--- src/design/sobol_pkg.sv ---
`timescale 1ns / 1ps
// ----------------------------------------------------------------------------
// sobol_pkg
// Shared types and constants for the Sobol point generator: word formats,
// configuration layout, controller states and the controller/datapath link.
// ----------------------------------------------------------------------------
package sobol_pkg;

    // default sizes of the direction and state stores
    localparam int MAX_DIMS_DEF   = 32;
    localparam int MAX_DIGITS_DEF = 32;

    // fixed field widths
    localparam int WORD_W     = 32;
    localparam int CFG_IDX_W  = 2;
    localparam int CNT6_W     = 6;
    localparam int BASE_W     = 16;
    localparam int SHIFT_W    = 4;

    // at most this many coordinates per point
    localparam int OUT_DIM_CAP = 32;

    // steps of the bit-serial divider
    localparam int DIV_STEPS = 32;

    // register reset values
    localparam logic [5:0]  NUM_DIGITS_RST  = 6'd32;
    localparam logic [15:0] DIGIT_BASE_RST  = 16'd2;
    localparam logic [31:0] SKIP_COUNT_RST  = 32'd0;
    localparam logic [5:0]  ACTIVE_DIMS_RST = 6'd32;

    // input word kinds
    typedef enum logic [1:0] {
        KIND_DIR     = 2'd0,
        KIND_START   = 2'd1,
        KIND_GEN     = 2'd2,
        KIND_RESTART = 2'd3
    } kind_t;

    // configuration register indexes
    typedef enum logic [CFG_IDX_W-1:0] {
        CFG_NUM_DIGITS  = 2'd0,
        CFG_DIGIT_BASE  = 2'd1,
        CFG_SKIP_COUNT  = 2'd2,
        CFG_ACTIVE_DIMS = 2'd3
    } cfg_idx_t;

    // controller states
    typedef enum logic [3:0] {
        ST_IDLE,
        ST_DECODE,
        ST_COL_RD,
        ST_COL_WR,
        ST_SRCH,
        ST_DIV,
        ST_GEN_RD,
        ST_GEN_WB
    } state_t;

    // input word
    typedef struct packed {
        logic [1:0]  kind;
        logic [4:0]  dim_select;
        logic [4:0]  digit_select;
        logic [31:0] load_word;
    } in_word_t;

    // result word
    typedef struct packed {
        logic [4:0]  out_dim;
        logic [31:0] coordinate;
        logic        last;
        logic        exhausted;
    } out_word_t;

    // configuration registers
    typedef struct packed {
        logic [5:0]  num_digits;
        logic [15:0] digit_base;
        logic [31:0] skip_count;
        logic [5:0]  active_dims;
    } cfg_t;

    // controller to datapath
    typedef struct packed {
        logic latch_in;
        logic start_wr;
        logic restart;
        logic col_rd;
        logic col_wr;
        logic search_init;
        logic set_exh;
        logic step_pow2;
        logic div_start;
        logic step_div;
        logic gen_rd;
        logic gen_wb;
        logic gen_next;
        logic count_inc;
    } cmd_t;

    // datapath to controller
    typedef struct packed {
        kind_t kind;
        logic  dim_ok;
        logic  digit_ok;
        logic  sweep_last;
        logic  k_full;
        logic  pow2;
        logic  pow2_match;
        logic  div_done;
        logic  div_match;
        logic  out_free;
        logic  gen_last;
    } status_t;

endpackage

--- src/design/sobol_ctrl.sv ---
`timescale 1ns / 1ps
// ----------------------------------------------------------------------------
// sobol_ctrl
// Controller: accepts input words and sequences column loads, the digit
// search and the per-dimension update loop through the datapath.
// ----------------------------------------------------------------------------
module sobol_ctrl (
    input  logic               aclk,
    input  logic               aresetn,
    input  logic               s_valid,
    output logic               s_ready,
    input  sobol_pkg::status_t status,
    output sobol_pkg::cmd_t    cmd
);

    sobol_pkg::state_t state_reg;
    sobol_pkg::state_t state_next;

    // state register
    always_ff @(posedge aclk) begin
        if (!aresetn) begin
            state_reg <= sobol_pkg::ST_IDLE;
        end else begin
            state_reg <= state_next;
        end
    end

    // next state
    always_comb begin
        state_next = state_reg;
        case (state_reg)
            sobol_pkg::ST_IDLE: begin
                if (s_valid) begin
                    state_next = sobol_pkg::ST_DECODE;
                end
            end
            sobol_pkg::ST_DECODE: begin
                case (status.kind)
                    sobol_pkg::KIND_DIR: begin
                        state_next = (status.dim_ok && status.digit_ok) ?
                                     sobol_pkg::ST_COL_RD : sobol_pkg::ST_IDLE;
                    end
                    sobol_pkg::KIND_GEN: state_next = sobol_pkg::ST_SRCH;
                    default:             state_next = sobol_pkg::ST_IDLE;
                endcase
            end
            sobol_pkg::ST_COL_RD: state_next = sobol_pkg::ST_COL_WR;
            sobol_pkg::ST_COL_WR: begin
                state_next = status.sweep_last ? sobol_pkg::ST_IDLE : sobol_pkg::ST_COL_RD;
            end
            sobol_pkg::ST_SRCH: begin
                if (status.k_full) begin
                    state_next = sobol_pkg::ST_GEN_RD;
                end else if (status.pow2) begin
                    if (!status.pow2_match) begin
                        state_next = sobol_pkg::ST_GEN_RD;
                    end
                end else begin
                    state_next = sobol_pkg::ST_DIV;
                end
            end
            sobol_pkg::ST_DIV: begin
                if (status.div_done) begin
                    state_next = status.div_match ? sobol_pkg::ST_SRCH : sobol_pkg::ST_GEN_RD;
                end
            end
            sobol_pkg::ST_GEN_RD: state_next = sobol_pkg::ST_GEN_WB;
            sobol_pkg::ST_GEN_WB: begin
                if (status.out_free && status.gen_last) begin
                    state_next = sobol_pkg::ST_IDLE;
                end
            end
            default: state_next = sobol_pkg::ST_IDLE;
        endcase
    end

    // commands
    always_comb begin
        cmd     = '0;
        s_ready = 1'b0;
        case (state_reg)
            sobol_pkg::ST_IDLE: begin
                s_ready      = 1'b1;
                cmd.latch_in = s_valid;
            end
            sobol_pkg::ST_DECODE: begin
                case (status.kind)
                    sobol_pkg::KIND_START:   cmd.start_wr    = status.dim_ok;
                    sobol_pkg::KIND_RESTART: cmd.restart     = 1'b1;
                    sobol_pkg::KIND_GEN:     cmd.search_init = 1'b1;
                    default: ;
                endcase
            end
            sobol_pkg::ST_COL_RD: cmd.col_rd = 1'b1;
            sobol_pkg::ST_COL_WR: cmd.col_wr = 1'b1;
            sobol_pkg::ST_SRCH: begin
                if (status.k_full) begin
                    cmd.set_exh = 1'b1;
                end else if (status.pow2) begin
                    cmd.step_pow2 = status.pow2_match;
                end else begin
                    cmd.div_start = 1'b1;
                end
            end
            sobol_pkg::ST_DIV: begin
                cmd.step_div = status.div_done && status.div_match;
            end
            sobol_pkg::ST_GEN_RD: cmd.gen_rd = 1'b1;
            sobol_pkg::ST_GEN_WB: begin
                if (status.out_free) begin
                    cmd.gen_wb    = 1'b1;
                    cmd.count_inc = status.gen_last;
                    cmd.gen_next  = !status.gen_last;
                end
            end
            default: ;
        endcase
    end

endmodule

--- config.mk ---
export PLATFORM = sky130hd
export DESIGN_NAME = sobol_ctrl
export DESIGN_NICKNAME = d
export VERILOG_FILES = /design/src/design/sobol_pkg.sv /design/src/design/sobol_ctrl.sv
export SDC_FILE = /design/constraint.sdc
export NUM_CORES = 1
export LEC_CHECK = 0
export ABC_AREA = 1
export BUFFER_PORTS_ARGS = -buffer_cell sky130_fd_sc_hd__buf_2
export CORE_AREA = 2 2 39 41
export CTS_CLUSTER_SIZE = 20
export DETAILED_ROUTE_END_ITERATION = 10
export DIE_AREA = 0 0 41 43
export PLACE_DENSITY_LB_ADDON = 0.1
export SLEW_MARGIN = 15
export SYNTH_ARGS = -nofsm -noshare
export SYNTH_HDL_FRONTEND = slang
export SYNTH_SLANG_ARGS = --single-unit
--- constraint.sdc ---
create_clock -name aclk -period 3.6 [get_ports aclk]
set_clock_uncertainty 0.05 [all_clocks]
set_input_delay 0.18 -clock aclk [delete_from_list [all_inputs] [get_ports aclk]]
set_output_delay 0.18 -clock aclk [all_outputs]
set_load 0.01 [all_outputs]
==> flow_summary.rst <==
.. list-table::
   :header-rows: 1

   * - Metric
     - Value
   * - Pins over their slew limit
     - 0
   * - Post-CTS setup buffer count
     - 0
   * - Buffer depth of the longest clock path
     - 2
   * - Row cnt
     - 14
   * - Data arrival at the endpoint of the critical path
     - 1390 ps
   * - Instance count of the mapped netlist
     - 74
   * - Synth Cell Area
     - around 370 um^2
   * - Count of endpoints failing hold in the final timing report
     - 0
   * - PortBufs
     - 29
   * - Leading cell type by number of instances after synthesis
     - nor2_1
   * - Total via count in the routed design
     - 533
   * - Width of the die
     - 41 um
   * - Asr flop ratio synth
     - 0%
   * - TNS Setup
     - 0 ps
   * - Number of antenna violations at the first check in global routing
     - 0
   * - Total power per unit cell area
     - 278.7 nW/um^2
   * - Ratio of cells with drive above 1 in the final layout
     - a little over a third
   * - Synth warn
     - 0
   * - Final cycle utilization of the critical path
     - 44.87%
   * - Top fanout value on the critical path
     - 7
   * - List of cells traversed by the critical path
     - inv_2 -> nor3_2 -> inv_1 -> nor4_1 -> buf_2
   * - Initial core utilization
     - between 20% and 30%
   * - Flip-flop count of the largest register, all copies and words added
     - 3
   * - Global-route usage over all layers
     - 11.84%
   * - Post-CTS Hold Fix Bufs
     - 0
   * - Worst Setup Start Kind
     - flop
   * - Max-slew headroom at the worst pin
     - 79.09%
   * - Gr ovfl total
     - 0
   * - Proportion of netlist area held by the largest area contributor
     - a little under a fifth
   * - Highest Clock Rate
     - 0.6191 GHz
   * - Number of enable-type register cells in the synthesized netlist
     - 0
   * - Hold WC Path Type
     - in -> reg
   * - Per-cell routed wire length
     - 8.344 um
   * - Clk pin slew, worst setup/hold paths
     - 40 ps
   * - Minimum clock period
     - 1615 ps
   * - Unrepaired setup endpoints after global routing
     - false
   * - Area growth from synthesis to layout
     - 49.33%
   * - Number of max-cap violations
     - 0
   * - Clock tree from TritonCTS
     - built
   * - Kind of critical path
     - reg -> out
   * - Data required time of the critical path
     - around 3400 ps
   * - Net count of the finished layout
     - roughly 120
   * - Synth Net Count
     - 89
   * - Post-route antenna net violation count
     - 0
   * - Clock root buffer
     - clkbuf_4
   * - HPWL after DPL
     - 865.5 um
   * - Most used DFF post-synth
     - dfxtp_1
   * - List of most frequent post-synthesis cells
     - nor2_1 (19), nand2_1 (14), inv_1 (11)
   * - Area of the placeable core
     - 1384 um^2
   * - Die outline height
     - 43 um
   * - Detailed-route DRC error count
     - 0
   * - Portion of the post-synthesis area used by sequential elements
     - 16.11%
   * - Violation count after the first detailed-routing iteration
     - 5
   * - Top-Level Pins
     - 30
   * - Overall routed net length
     - 1018 um
   * - Final antenna diode count
     - 0
   * - Number of global-route vias before repair
     - 402
   * - Num CTS Buffers
     - 3
   * - Average via count per standard cell
     - 4.369
   * - Final weighted congestion in routability-driven placement
     - 0.8217
   * - Floorplan die area
     - about 1800 um^2
   * - Average size of a mapped cell
     - 5.039 um^2
   * - Worst-margin pin slew
     - ~310 ps
   * - Final core area utilization
     - 40.24%
   * - Max IR drop VDD
     - 0.1303 mV
   * - Biggest area contributors in the synthesized netlist
     - nor2_1 (19%), dfxtp_1 (16%), nand2_1 (14%)
   * - Status
     - finished clean
   * - Standard cell with the maximum stage delay on the critical path
     - dfxtp_1
   * - Cells resized by post-CTS repair
     - 0
   * - Clock net sink count
     - 3
   * - Flip-flop and latch count after synthesis
     - 3
   * - Endpoint type of the worst setup path
     - primary output
   * - Maximum cell stage delay along the critical path
     - roughly 470 ps
   * - Number of distinct library cell variants in the gate-level netlist after synthesis
     - 17
   * - Final setup fails
     - 0
   * - Wire length of the first global-routing pass
     - approximately 1400 um
   * - Total number of H-tree levels
     - 1
   * - Clock insertion delay at the later pin of the skew report
     - ~240 ps
   * - Largest area contributor in the netlist
     - nor2_1
   * - Maximum number of pins on one net before global-route repair
     - 10
   * - Pre-Repair DR Iteration Count
     - 4
   * - Leakage power
     - 0.3354 nW
==> logic make-up after synthesis <==
family	synth area share, %
and+or+nand+nor	58.39
buffers and inverters	16.11
AOI/OAI and AO/OA	9.395
DFF	16.11
==> cell usage in the layout (no fill, tap or decap) <==
| master | Yosys | routed |
|---|---|---|
| nor3_1 | 6 | 6 |
| nand2_2 | 1 | 1 |
| clkbuf_4 | 0 | 3 |
| clkbuf_1 | 0 | 1 |
| inv_1 | 11 | 11 |
| nor3_2 | 1 | 1 |
| inv_2 | 2 | 2 |
| buf_2 | 0 | 29 |
| nand2_1 | 14 | 14 |
| dfxtp_1 | 3 | 3 |
| nor2_2 | 1 | 1 |
| clkinv_1 | 1 | 1 |
| nor4_1 | 1 | 1 |
| nand3_2 | 1 | 1 |
| o21ai_1 | 2 | 2 |
| o21ai_0 | 2 | 2 |
| a21oi_1 | 3 | 3 |
| nand3_1 | 5 | 5 |
| nor2_1 | 19 | 19 |
==> layer usage <==
metal	wire [um]	share of wire, %	global-route usage [%]	vias up
met5	0	0	0	-
met4	0	0	4.000	0
met3	66	6.5	3.141	0
met2	478	47	20.00	19
met1	473	46	13.46	218
li1	-	-	-	296
==> area by class of cell <==
type | count | area, um^2
clock buffer | 4 | 26.28
fill | 160 | 827.0
inverter | 14 | 52.55
multi-input combinational | 56 | 252.7
sequential | 3 | 60.06
tap | 16 | 20.02
timing repair buffer | 29 | 145.1
==> per-stage QoR <==
stage / hold WS [ps] / instances / power [W] / instance area, um^2 / worst slack (ps)
after floorplan: 261.6 / 74 / 0.00007484 / 372.9 / 2299
after global placement: 391.9 / 118 / 0.00009557 / 530.5 / 2217
after detailed placement: 390.8 / 118 / 0.00009520 / 530.5 / 2233
after CTS: 143.2 / 122 / 0.0001572 / 556.8 / 1980
after global routing: 165.0 / 122 / 0.0001675 / 556.8 / 1824
final: 150.2 / 122 / 0.0001552 / 556.8 / 1985
==> worst max-delay path, delay by kind of cell (launching register included) <==
family / cells / cell delay (ps)
flops: 1 / 470
simple gates: 2 / 310
buf+inv: 3 / 360
==> power by group <==
group	total (W)	switching (W)	internal, W
combinational	0.0000520	0.0000309	0.0000211
sequential	0.0000427	0.00000640	0.0000363
clock	0.0000605	0.0000189	0.0000416
==> final timing paths <==
check	cells after the start	endpoint	slack, ps	start
min	3	state_reg[0]$_SDFFE_PN0P_	150	aresetn
max	5	cmd[12]	1980	state_reg[0]$_SDFFE_PN0P_
max reg2reg	8	state_reg[2]$_SDFFE_PN0P_	2240	state_reg[2]$_SDFFE_PN0P_
min reg2reg	2	state_reg[0]$_SDFFE_PN0P_	530	state_reg[0]$_SDFFE_PN0P_
(Power assumes the default switching activity.)
